===== config.mk =====
export PLATFORM = sky130hd
export DESIGN_NAME = cpos_divider
export DESIGN_NICKNAME = d
export VERILOG_FILES = /design/src/sv/cpos_pkg.sv /design/src/sv/cpos_divider.sv
export SDC_FILE = /design/constraint.sdc
export NUM_CORES = 1
export LEC_CHECK = 0
export BUFFER_PORTS_ARGS = -buffer_cell sky130_fd_sc_hd__buf_2
export CAP_MARGIN = 5
export CELL_PAD_IN_SITES_DETAIL_PLACEMENT = 0
export CELL_PAD_IN_SITES_GLOBAL_PLACEMENT = 2
export CORE_UTILIZATION = 38
export CTS_BUF_LIST = sky130_fd_sc_hd__clkbuf_16
export CTS_CLUSTER_SIZE = 20
export DETAILED_ROUTE_END_ITERATION = 16
export PLACE_DENSITY = 0.91
export SLEW_MARGIN = 20
export SYNTH_ARGS = -nofsm -noshare
export SYNTH_HDL_FRONTEND = slang
export SYNTH_SLANG_ARGS = --single-unit

===== constraint.sdc =====
create_clock -name clk -period 6.5 [get_ports clk]
set_input_delay 0.65 -clock clk [delete_from_list [all_inputs] [get_ports clk]]
set_output_delay 0.65 -clock clk [all_outputs]
set_load 0.02 [all_outputs]

===== src/sv/cpos_pkg.sv =====
// ----------------------------------------------------------------------------
// cpos_pkg
// Shared types, constants, the residue encoder and the joint cell address
// function for the column pair covariance score block.
// ----------------------------------------------------------------------------
package cpos_pkg;

    localparam int NUM_SYMBOLS = 21;
    localparam int SYM_W       = 5;
    localparam int CNT_W       = 9;
    localparam int PAIR_DEPTH  = NUM_SYMBOLS * NUM_SYMBOLS;
    localparam int PAIR_AW     = 9;
    localparam int SCORE_W     = 40;
    localparam int FRAC_W      = 16;
    localparam int NUM_W       = 33;
    localparam int QUO_W       = NUM_W + FRAC_W;
    localparam int DEN_W       = 25;
    localparam int OP_W        = 17;
    localparam int ITER_W      = 6;

    localparam logic [SYM_W-1:0]   NO_SYMBOL = 5'd21;
    localparam logic [SYM_W-1:0]   LAST_SYM  = 5'd20;
    localparam logic [SCORE_W-1:0] SCORE_MAX = {SCORE_W{1'b1}};

    localparam logic CMD_LOAD  = 1'b0;
    localparam logic CMD_QUERY = 1'b1;

    localparam logic STATUS_OK      = 1'b0;
    localparam logic STATUS_BAD_COL = 1'b1;

    localparam logic REG_NUM_SEQS = 1'b0;
    localparam logic REG_NUM_COLS = 1'b1;

    typedef enum logic [3:0] {
        ST_CLEAR,
        ST_IDLE,
        ST_CNT_RD,
        ST_CNT_PAIR,
        ST_CNT_WR,
        ST_SC_RD,
        ST_SC_CHK,
        ST_SC_M1,
        ST_SC_M2,
        ST_SC_M3,
        ST_SC_M4,
        ST_SC_DS,
        ST_SC_DIV,
        ST_SC_ADD,
        ST_SC_NEXT,
        ST_DONE
    } state_t;

    // Map a raw residue byte to its symbol code
    function automatic logic [SYM_W-1:0] encode_byte(input logic [7:0] b);
        logic [SYM_W-1:0] s;
        case (b)
            8'h2D:   s = 5'd0;   // gap
            8'h41:   s = 5'd1;   // A
            8'h43:   s = 5'd2;   // C
            8'h44:   s = 5'd3;   // D
            8'h45:   s = 5'd4;   // E
            8'h46:   s = 5'd5;   // F
            8'h47:   s = 5'd6;   // G
            8'h48:   s = 5'd7;   // H
            8'h49:   s = 5'd8;   // I
            8'h4B:   s = 5'd9;   // K
            8'h4C:   s = 5'd10;  // L
            8'h4D:   s = 5'd11;  // M
            8'h4E:   s = 5'd12;  // N
            8'h50:   s = 5'd13;  // P
            8'h51:   s = 5'd14;  // Q
            8'h52:   s = 5'd15;  // R
            8'h53:   s = 5'd16;  // S
            8'h54:   s = 5'd17;  // T
            8'h56:   s = 5'd18;  // V
            8'h57:   s = 5'd19;  // W
            8'h59:   s = 5'd20;  // Y
            default: s = NO_SYMBOL;
        endcase
        return s;
    endfunction

    // Joint count cell address
    function automatic logic [PAIR_AW-1:0] pair_addr(input logic [SYM_W-1:0] x,
                                                     input logic [SYM_W-1:0] y);
        return PAIR_AW'(x) * PAIR_AW'(NUM_SYMBOLS) + PAIR_AW'(y);
    endfunction

endpackage


===== src/sv/cpos_divider.sv =====
// ----------------------------------------------------------------------------
// cpos_divider
// Restoring radix-2 divider, one quotient bit per cycle.
// ----------------------------------------------------------------------------
module cpos_divider
    import cpos_pkg::*;
(
    input  logic             clk,
    input  logic             rst_n,
    input  logic             start,
    input  logic [QUO_W-1:0] dividend,
    input  logic [DEN_W-1:0] divisor,
    output logic             done,
    output logic [QUO_W-1:0] quotient
);

    logic [DEN_W-1:0]  rem_reg;
    logic [QUO_W-1:0]  quo_reg;
    logic [DEN_W-1:0]  den_reg;
    logic [ITER_W-1:0] cnt_reg;
    logic              run_reg;
    logic              done_reg;
    logic [DEN_W:0]    trial;
    logic              fits;

    // Shift in the next dividend bit and try the subtract
    assign trial = {rem_reg, quo_reg[QUO_W-1]};
    assign fits  = (trial >= {1'b0, den_reg});

    always_ff @(posedge clk or negedge rst_n)
    begin
        if (!rst_n)
        begin
            run_reg  <= 1'b0;
            done_reg <= 1'b0;
            cnt_reg  <= '0;
        end
        else
        begin
            done_reg <= 1'b0;
            if (start)
            begin
                run_reg <= 1'b1;
                cnt_reg <= ITER_W'(QUO_W);
            end
            else if (run_reg)
            begin
                cnt_reg <= cnt_reg - 1'b1;
                if (cnt_reg == ITER_W'(1))
                begin
                    run_reg  <= 1'b0;
                    done_reg <= 1'b1;
                end
            end
        end
    end

    // Payload: remainder and quotient shift register
    always_ff @(posedge clk)
    begin
        if (start)
        begin
            rem_reg <= '0;
            quo_reg <= dividend;
            den_reg <= divisor;
        end
        else if (run_reg)
        begin
            rem_reg <= fits ? DEN_W'(trial - {1'b0, den_reg}) : DEN_W'(trial);
            quo_reg <= {quo_reg[QUO_W-2:0], fits};
        end
    end

    assign done     = done_reg;
    assign quotient = quo_reg;

endmodule


[Yosys cells after proc, flatten, opt, wreduce, memory -nomap -nowiden]
Index checks and enable logic that the tools add are counted.
Word-level totals
  register bits: 107
  bits of input ports: 77
  logic and storage cells: 22
Cells by class
  $add $sub $neg: 2
  magnitude comparators: 1
  eq/ne operators: 1
  multiplexer cells: 11
  reduce and logical (&&, ||, !) cells: 1
Operators with widths (count)
  $mux 49: 2
  $ge 26x25->1: 1
  $mux 25: 1
  $sub 25x25->25: 1
  $mux 6: 2
  $eq 6x1->1 const B: 1
  $mux 1: 6
  $sub 6x1->6 const B: 1
  $reduce_bool 2->1: 1

[Depth between registers and ports, before layout]
Gate-level depths: netlist of run 1.
  word-level depth: 4
  depth in mapped cells: 14
  gate-level depth less buffers: 13

[Worst setup path before layout of run 1]
No wires, ideal clock.
  path type: flip-flop to flip-flop
  start point: register quo_reg[48] (netlist: quotient[48])
  end point: register quo_reg[0] (netlist: quotient[0]), data pin
  setup time: 269 ps
  arrival: 2735 ps
  data required time: 6231 ps
  setup slack: 3496 ps
  cell stages (with the launch flop): 14
  buffers on the path: 2
  period minus slack after synthesis: 3004 ps
  cell sequence: edfxtp_1 > inv_1 > ha_1 > inv_1 > fa_1 > a21o_1 > a31oi_1 > o221a_2 > o211ai_2 > a311o_1 > a21oi_4 > buf_6 > buf_4 > mux2i_1
Between the ends
  longest elaborated chain between the ends: 3
RTL lines
  from (decl): line cpos_divider.sv:18  | logic [QUO_W-1:0] quo_reg;
  from (signal assigned): line cpos_divider.sv:64  | quo_reg <= dividend;
  from (signal assigned): line cpos_divider.sv:70  | quo_reg <= {quo_reg[QUO_W-2:0], fits};
  $ge 26x25->1: line cpos_divider.sv:28  | assign fits = (trial >= {1'b0, den_reg});
  $mux 49: line cpos_divider.sv:67  | else if (run_reg)
  $mux 49: line cpos_divider.sv:61  | if (start)
No other way between the ends. The select of a mux whose other input is x is not followed.
A chain may end at the register's enable or synchronous reset.

[Final worst setup path of run 1]
  start point: register quo_reg[48] (netlist: quotient[48])
  end point: register rem_reg[3]
Between the ends
  longest elaborated chain between the ends: 2
RTL lines
  $sub 25x25->25 / $ge 26x25->1 (equally long branches): line cpos_divider.sv:69, cpos_divider.sv:28
  $mux 25 (*): line cpos_divider.sv:69  | rem_reg <= fits ? DEN_W'(trial - {1'b0, den_reg}) : DEN_W'(trial);
  to (signal assigned): line cpos_divider.sv:69
  to (decl): line cpos_divider.sv:17  | logic [DEN_W-1:0] rem_reg;
Mark *: on every way between the ends. The rest lies on a longest branch, timed or not.

==> results of run 1 <==
-- layout make-up --
cell class | count | area (µm²)
clock buffers | 9 | 225
clock inverters | 7 | 93.8
fillers | 1337 | 7390
inverters | 33 | 124
multi-input cells | 321 | 2400
flip-flops and latches | 107 | 2920
well taps | 180 | 225
repair buffers | 129 | 663
-- worst paths after layout --
path / start / to / slack (ns)
setup / recovery: quotient[48] / rem_reg[3] / 2.99
hold / removal: rst_n / cnt_reg[3] / 0.12
setup reg to reg: quotient[48] / rem_reg[3] / 2.99
hold reg to reg: rem_reg[13] / rem_reg[13] / 0.48
max in group asynchronous: rst_n / cnt_reg[0] / 6.20
min in group clk: divisor[2] / den_reg[2] / 0.46
-- Yosys cell counts, drive strengths merged, types with 4 or more instances --
cell type	n
nor2	44
o21ai	17
nand3	8
dfrtp	8
a32oi	4
ha	27
mux2i	6
xor2	11
a21o	15
o21bai	4
nand2b	10
buf	10
clkbuf	7
a211oi	17
edfxtp	74
xnor2	15
dfxtp	25
nand2	21
a31oi	4
a21oi	33
inv	33
mux2	48
nor3	6
-- routing by layer --
metal	vias up	track usage, %	part of all wire (%)	wire [µm]
li1	2004	-	-	-
met1	1862	20.9	45	5340
met2	108	27.1	47	5570
met3	12	6.18	7.1	852
met4	0	5.49	1.3	155
met5	-	0	0	0
-- power breakdown --
| group | switching, mW | internal [mW] | total, mW |
|---|---|---|---|
| clock | 0.276 | 0.311 | 0.587 |
| combinational | 0.578 | 0.460 | 1.04 |
| sequential | 0.0978 | 0.870 | 0.968 |
-- logic make-up after synthesis --
family | count (synthesis) | synth area share, %
AO/OA/AOI/OAI | 107 | 13.0
XOR/XNOR | 26 | 4.11
adder cells (fa/ha/maj) | 28 | 6.47
buffers and inverters | 50 | 3.80
flip-flops | 107 | 52.8
multiplexers | 54 | 10.9
AND/OR/NAND/NOR | 106 | 8.91
==> flow_metrics.tcl, run 1 <==
set metrics [dict create \
    ir_drop_mv 0.192 \
    finalCritPeriodShare_pct 54.0 \
    async_flop_share_pct 7.48 \
    synth_warnings 0 \
    cts_buffers 9 \
    arrival_ns 3.80 \
    dieArea_um2 15100 \
    synth.distinct_cells 52 \
    track_usage_pct 16.9 \
    layout_common_cells "buf_2, edfxtp_1, mux2_2" \
    core-area_um2 14000 \
    path_clk_slew_ns 0.08 \
    relSlewSlack_pct 31.2 \
    remaining_drc_errors 0 \
    grt_pass1_wl_mm 19.5 \
    synthCells 478 \
    antenna_found_initial 0 \
    globalplace.congestion 0.815 \
    vias_per_cell 5.07 \
    clock_sinks 107 \
    dp.cells 769 \
    rsz0062_at_grt "false" \
    crit_slowest_cell "a21oi_4" \
    setup_viol 0 \
    final_antenna_net_count 0 \
    synth_area_leaders "edfxtp_1, mux2_2, dfxtp_1" \
    critPathMaxStageDelay_ns 0.59 \
    final_cell_area_um2 6660 \
    dpl_worst_slack_ns 2.85 \
    overflow 0 \
    htree_num_levels 3 \
    reg2reg_depth 14 \
    grt_max_degree 80 \
    final_util_pct 47.4 \
    timing.critical_path.max_delay_family "compound AO/OA/AOI/OAI gates" \
    synth_enable_flop_cells 74 \
    power.leakage_nw 2.97 \
    path_buf_inv 3 \
    finalSetupTns_ns 0 \
    cp_common_cell "inv_1" \
    hold-worst-slack_ns 0.120 \
    clock_path_buffers 2 \
    synth_area_um2 5530 \
    drt-initial-drc-count 183 \
    nets 706 \
    wl_mm 11.9 \
    run_status "completed" \
    ys_ff_latch 107 \
    dr.pass1.iters 4 \
    n_antenna_cell 0 \
    num_io_pins 127 \
    avgSynthCellArea_um2 11.6 \
    fmax_mhz 285 \
    grt_pass1_vias 4029 \
    num_vias 3986 \
    die_x_um 123 \
    hold_viol_final 0 \
    routedWlPerCell_um 15.2 \
    area_delta_synth_final_pct 20.3 \
    crit_chain "inv_1, ha_1, inv_1, fa_1, a21o_1, a31oi_1, o221a_2, o211ai_2, a311o_1, a21oi_4, buf_8, nand2_1, o31a_1, a211oi_2" \
    worstSetupPathType "reg2reg" \
    layout_setup_ws_ns 2.99 \
    largest_reg_flops 49 \
    syn-num-nets 583 \
    endpoint_kind "flip-flop" \
    p_per_area_nw_per_um2 390 \
    cts_root_buf "clkbuf_16" \
    hpwl_mm 8.47 \
    cts_resized 0 \
    port_buffers 126 \
    path_max_fanout 24 \
    post_dp_cell_area_um2 6320 \
    worst_slew_pin_slew_ns 1.03 \
    worst_clock_skew_ns 0.0106 \
    mostFrequentLayoutCell "buf_2" \
    stdcell_count 786 \
    die_y_um 123 \
    clkLatencyLatePin_ns 0.36 \
    min_path_type "in2async" \
    drive_above_1_share_pct 33.2 \
    cap_violations 0 \
    period_minus_slack_ns 3.51 \
    finalPower_mw 2.59 \
    start_kind "flip-flop" \
    initial_core_util_pct 39.4 \
    post_cts_buffers 0 \
    synth_top_area_cell "edfxtp_1" \
    ys.flop_type "edfxtp_1" \
    cts_tree "done" \
    required_ns 6.78 \
    cts.hold.buffers_added 0 \
    crit_cells 14 \
    yosysTopAreaCellShare_pct 40.2 \
    slew_viol_final 0 \
    num_rows 43 \
    ys_seq_area_share_pct 52.8 \
]
No activity file was read; power rests on OpenSTA's default activity.
==> run 2, diff against run 1 <==
--- a/config.mk
+++ b/config.mk
@@ -9,11 +9,11 @@
 export CAP_MARGIN = 5
 export CELL_PAD_IN_SITES_DETAIL_PLACEMENT = 0
 export CELL_PAD_IN_SITES_GLOBAL_PLACEMENT = 2
-export CORE_UTILIZATION = 38
+export CORE_UTILIZATION = 32
 export CTS_BUF_LIST = sky130_fd_sc_hd__clkbuf_16
 export CTS_CLUSTER_SIZE = 20
 export DETAILED_ROUTE_END_ITERATION = 16
-export PLACE_DENSITY = 0.91
+export PLACE_DENSITY = 0.82
 export SLEW_MARGIN = 20
 export SYNTH_ARGS = -nofsm -noshare
 export SYNTH_HDL_FRONTEND = slang
==> constraint.sdc (replaced) <==
create_clock -name clk -period 2.9 [get_ports clk]
set_input_delay 0.29 -clock clk [delete_from_list [all_inputs] [get_ports clk]]
set_output_delay 0.29 -clock clk [all_outputs]
set_load 0.02 [all_outputs]
==> run 2 against run 1 <==
Compared with the run above:
- via count rose by 4.1%
- combinational power grew to 3.0 times the previous value
- sequential cell count unchanged
- highest routed layer unchanged
- count of clock-buffer cells in the layout is the same
- non-clock buffer count grew 24
- clock skew up 0.00073 ns
- final cell count up 8.1%
- the flow now finishes with violations (setup timing)
- power rose to 2.5 times the previous value
- critical path depth is the same
- first-iteration DRC count grew 29%
==> flow_metrics.tcl, run 2 (synthesized netlist as in run 1, its figures left out) <==
set metrics [dict create \
    drive_above_1_share_pct 40.5 \
    min_to "den_reg[20]" \
    track_usage_pct 15.6 \
    p_sw_mw 2.52 \
    reg2reg_depth 14 \
    area_delta_synth_final_pct 28.2 \
    required_ns 3.14 \
    min_from "divisor[20]" \
    critPathMaxStageDelay_ns 0.39 \
    clock_path_buffers 2 \
    num_vias 4150 \
    min_path_type "in2reg" \
    mostFrequentLayoutCell "buf_2" \
    wl_mm 13.4 \
    start_kind "flip-flop" \
    final_antenna_net_count 0 \
    path_clk_slew_ns 0.08 \
    overflow 0 \
    pwr-share-seq_pct 33.3 \
    failed_checks "setup timing" \
    port_buffers 126 \
    finalCritPeriodShare_pct 101 \
    cts_tree "done" \
    relSlewSlack_pct 58.1 \
    worst_clock_skew_ns 0.0114 \
    rsz0062_at_grt "true" \
    period_minus_slack_ns 2.92 \
    antenna_found_initial 0 \
    grt_pass1_wl_mm 21.7 \
    die_x_um 134 \
    combPwrFrac_pct 47.3 \
    cap_violations 0 \
    cts_buffers 9 \
    vias_per_cell 4.88 \
    n_antenna_cell 0 \
    cts_root_buf "clkbuf_16" \
    p_int_mw 4.03 \
    num_io_pins 127 \
    dr.pass1.iters 4 \
    run_status "finished with violations" \
    ir_drop_mv 0.368 \
    hpwl_mm 9.16 \
    num_rows 47 \
    fill_cells 1640 \
    crit_chain "inv_1, ha_2, inv_2, fa_2, a21o_1, a31oi_1, o221a_2, o211ai_2, a311o_1, a21oi_4, buf_12, clkbuf_16, mux2i_1, a211oi_1" \
    layout_common_cells "buf_2, edfxtp_1, mux2_2" \
    cp-startpoint "quotient[48]" \
    path_buf_inv 4 \
    dpl_worst_slack_ns -0.0293 \
    routedWlPerCell_um 15.7 \
    power.leakage_nw 3.14 \
    setup_viol 5 \
    clkLatencyLatePin_ns 0.37 \
    rr_startpoint "quotient[48]" \
    largest_reg_flops 49 \
    rrSetupSlack_ns -0.02 \
    path_max_fanout 8 \
    fmax_mhz 343 \
    stdcell_count 850 \
    nets 730 \
    worstSetupPathType "reg2reg" \
    hold_viol_final 0 \
    layout_setup_ws_ns -0.0190 \
    grt_pass1_vias 4327 \
    arrival_ns 3.15 \
    timing.critical_path.max_delay_family "compound AO/OA/AOI/OAI gates" \
    die_y_um 134 \
    remaining_drc_errors 0 \
    endpoint_kind "flip-flop" \
    grt_max_degree 50 \
    core-area_um2 16800 \
    r2r-end "rem_reg[1]" \
    crit_slowest_cell "edfxtp_1" \
    initial_core_util_pct 33.0 \
    drt-initial-drc-count 236 \
    pwr-share-clk_pct 19.4 \
    clock_sinks 107 \
    dp.cells 825 \
    globalplace.congestion 0.838 \
    switching_share_pct 38.5 \
    worst_slew_pin_slew_ns 0.620 \
    dieArea_um2 17800 \
    htree_num_levels 3 \
    p_per_area_nw_per_um2 922 \
    slew_viol_final 0 \
    min_path_cells 1 \
]
-- run 2: changes by cell type in the layout (fill, tap and decap cells not counted), sizes merged --
| cell | before | now |
|---|---|---|
| clkinvlp | 0 | 2 |
| clkbuf | 9 | 10 |
| clkinv | 2 | 1 |
| bufinv | 1 | 0 |
| buf | 129 | 151 |
| dlygate4sd3 | 0 | 1 |
-- run 2: area by class of cell --
class	count	area [µm²]	area share (%)
Clock buffer	9	225	3.17
Clock inverter	7	76.3	1.08
Inverter	33	124	1.75
Multi-Input combinational cell	321	2570	36.2
Sequential cell	107	2920	41.2
Tap cell	220	275	3.88
Timing Repair Buffer	153	906	12.8
-- run 2: worst max path at each step --
stage,end,slack [ns],depth (start not counted)
6_report,rem_reg[1],-0.02,14
3_5_place_dp,rem_reg[17],-0.03,13
5_1_grt,rem_reg[8],-0.21,14
2_1_floorplan,quotient[0],-0.01,13
4_1_cts,rem_reg[20],0.001,15
3_3_place_gp,rem_reg[3],0.04,14
-- run 2: power by group through the flow --
| stage | registers [mW] | clock network [mW] | logic, mW |
|---|---|---|---|
| global route | 2.22 | 1.36 | 3.38 |
| CTS | 2.17 | 1.32 | 2.68 |
| global placement | 2.20 | 0 | 2.45 |
| detailed placement | 2.19 | 0 | 2.48 |
| floorplan | 2.25 | 0 | 1.79 |
| finish | 2.18 | 1.27 | 3.09 |
-- run 2: metal layers --
layer  part of all wire, %  wire, µm  vias up  GRT usage (%)
met5                     0         0        -              0
met4                  0.95       127        0           4.48
met3                   7.3       972       10           6.13
met2                    47      6330      112           25.2
met1                    44      5950     1982           19.2
li1                      -         -     2046              -
-- run 2: through the flow --
stage          area, µm²  utilization (%)  TNS, ns  hold WS, ns  total power, mW
6_report            7100             42.3  -0.0633       0.0961             6.55
2_1_floorplan       5540                -  -0.0111     -0.00559             4.05
3_5_place_dp        6510             38.8   -0.161        0.147             4.67
5_1_grt             7100             42.3    -3.96       0.0794             6.97
3_3_place_gp        6510             38.8        0        0.144             4.65
4_1_cts             6900             41.2        0       0.0749             6.17
-- run 2: timing repair --
action | 4_1_cts | 5_1_grt
hold buffers | 1 | 0
endpoints found under the hold margin | 8 | 0
resized for setup | 6 | 46
setup buffers | 3 | 3
endpoints found under the setup margin | 19 | 26
pin swaps | 3 | 17
cloned | 1 | 2
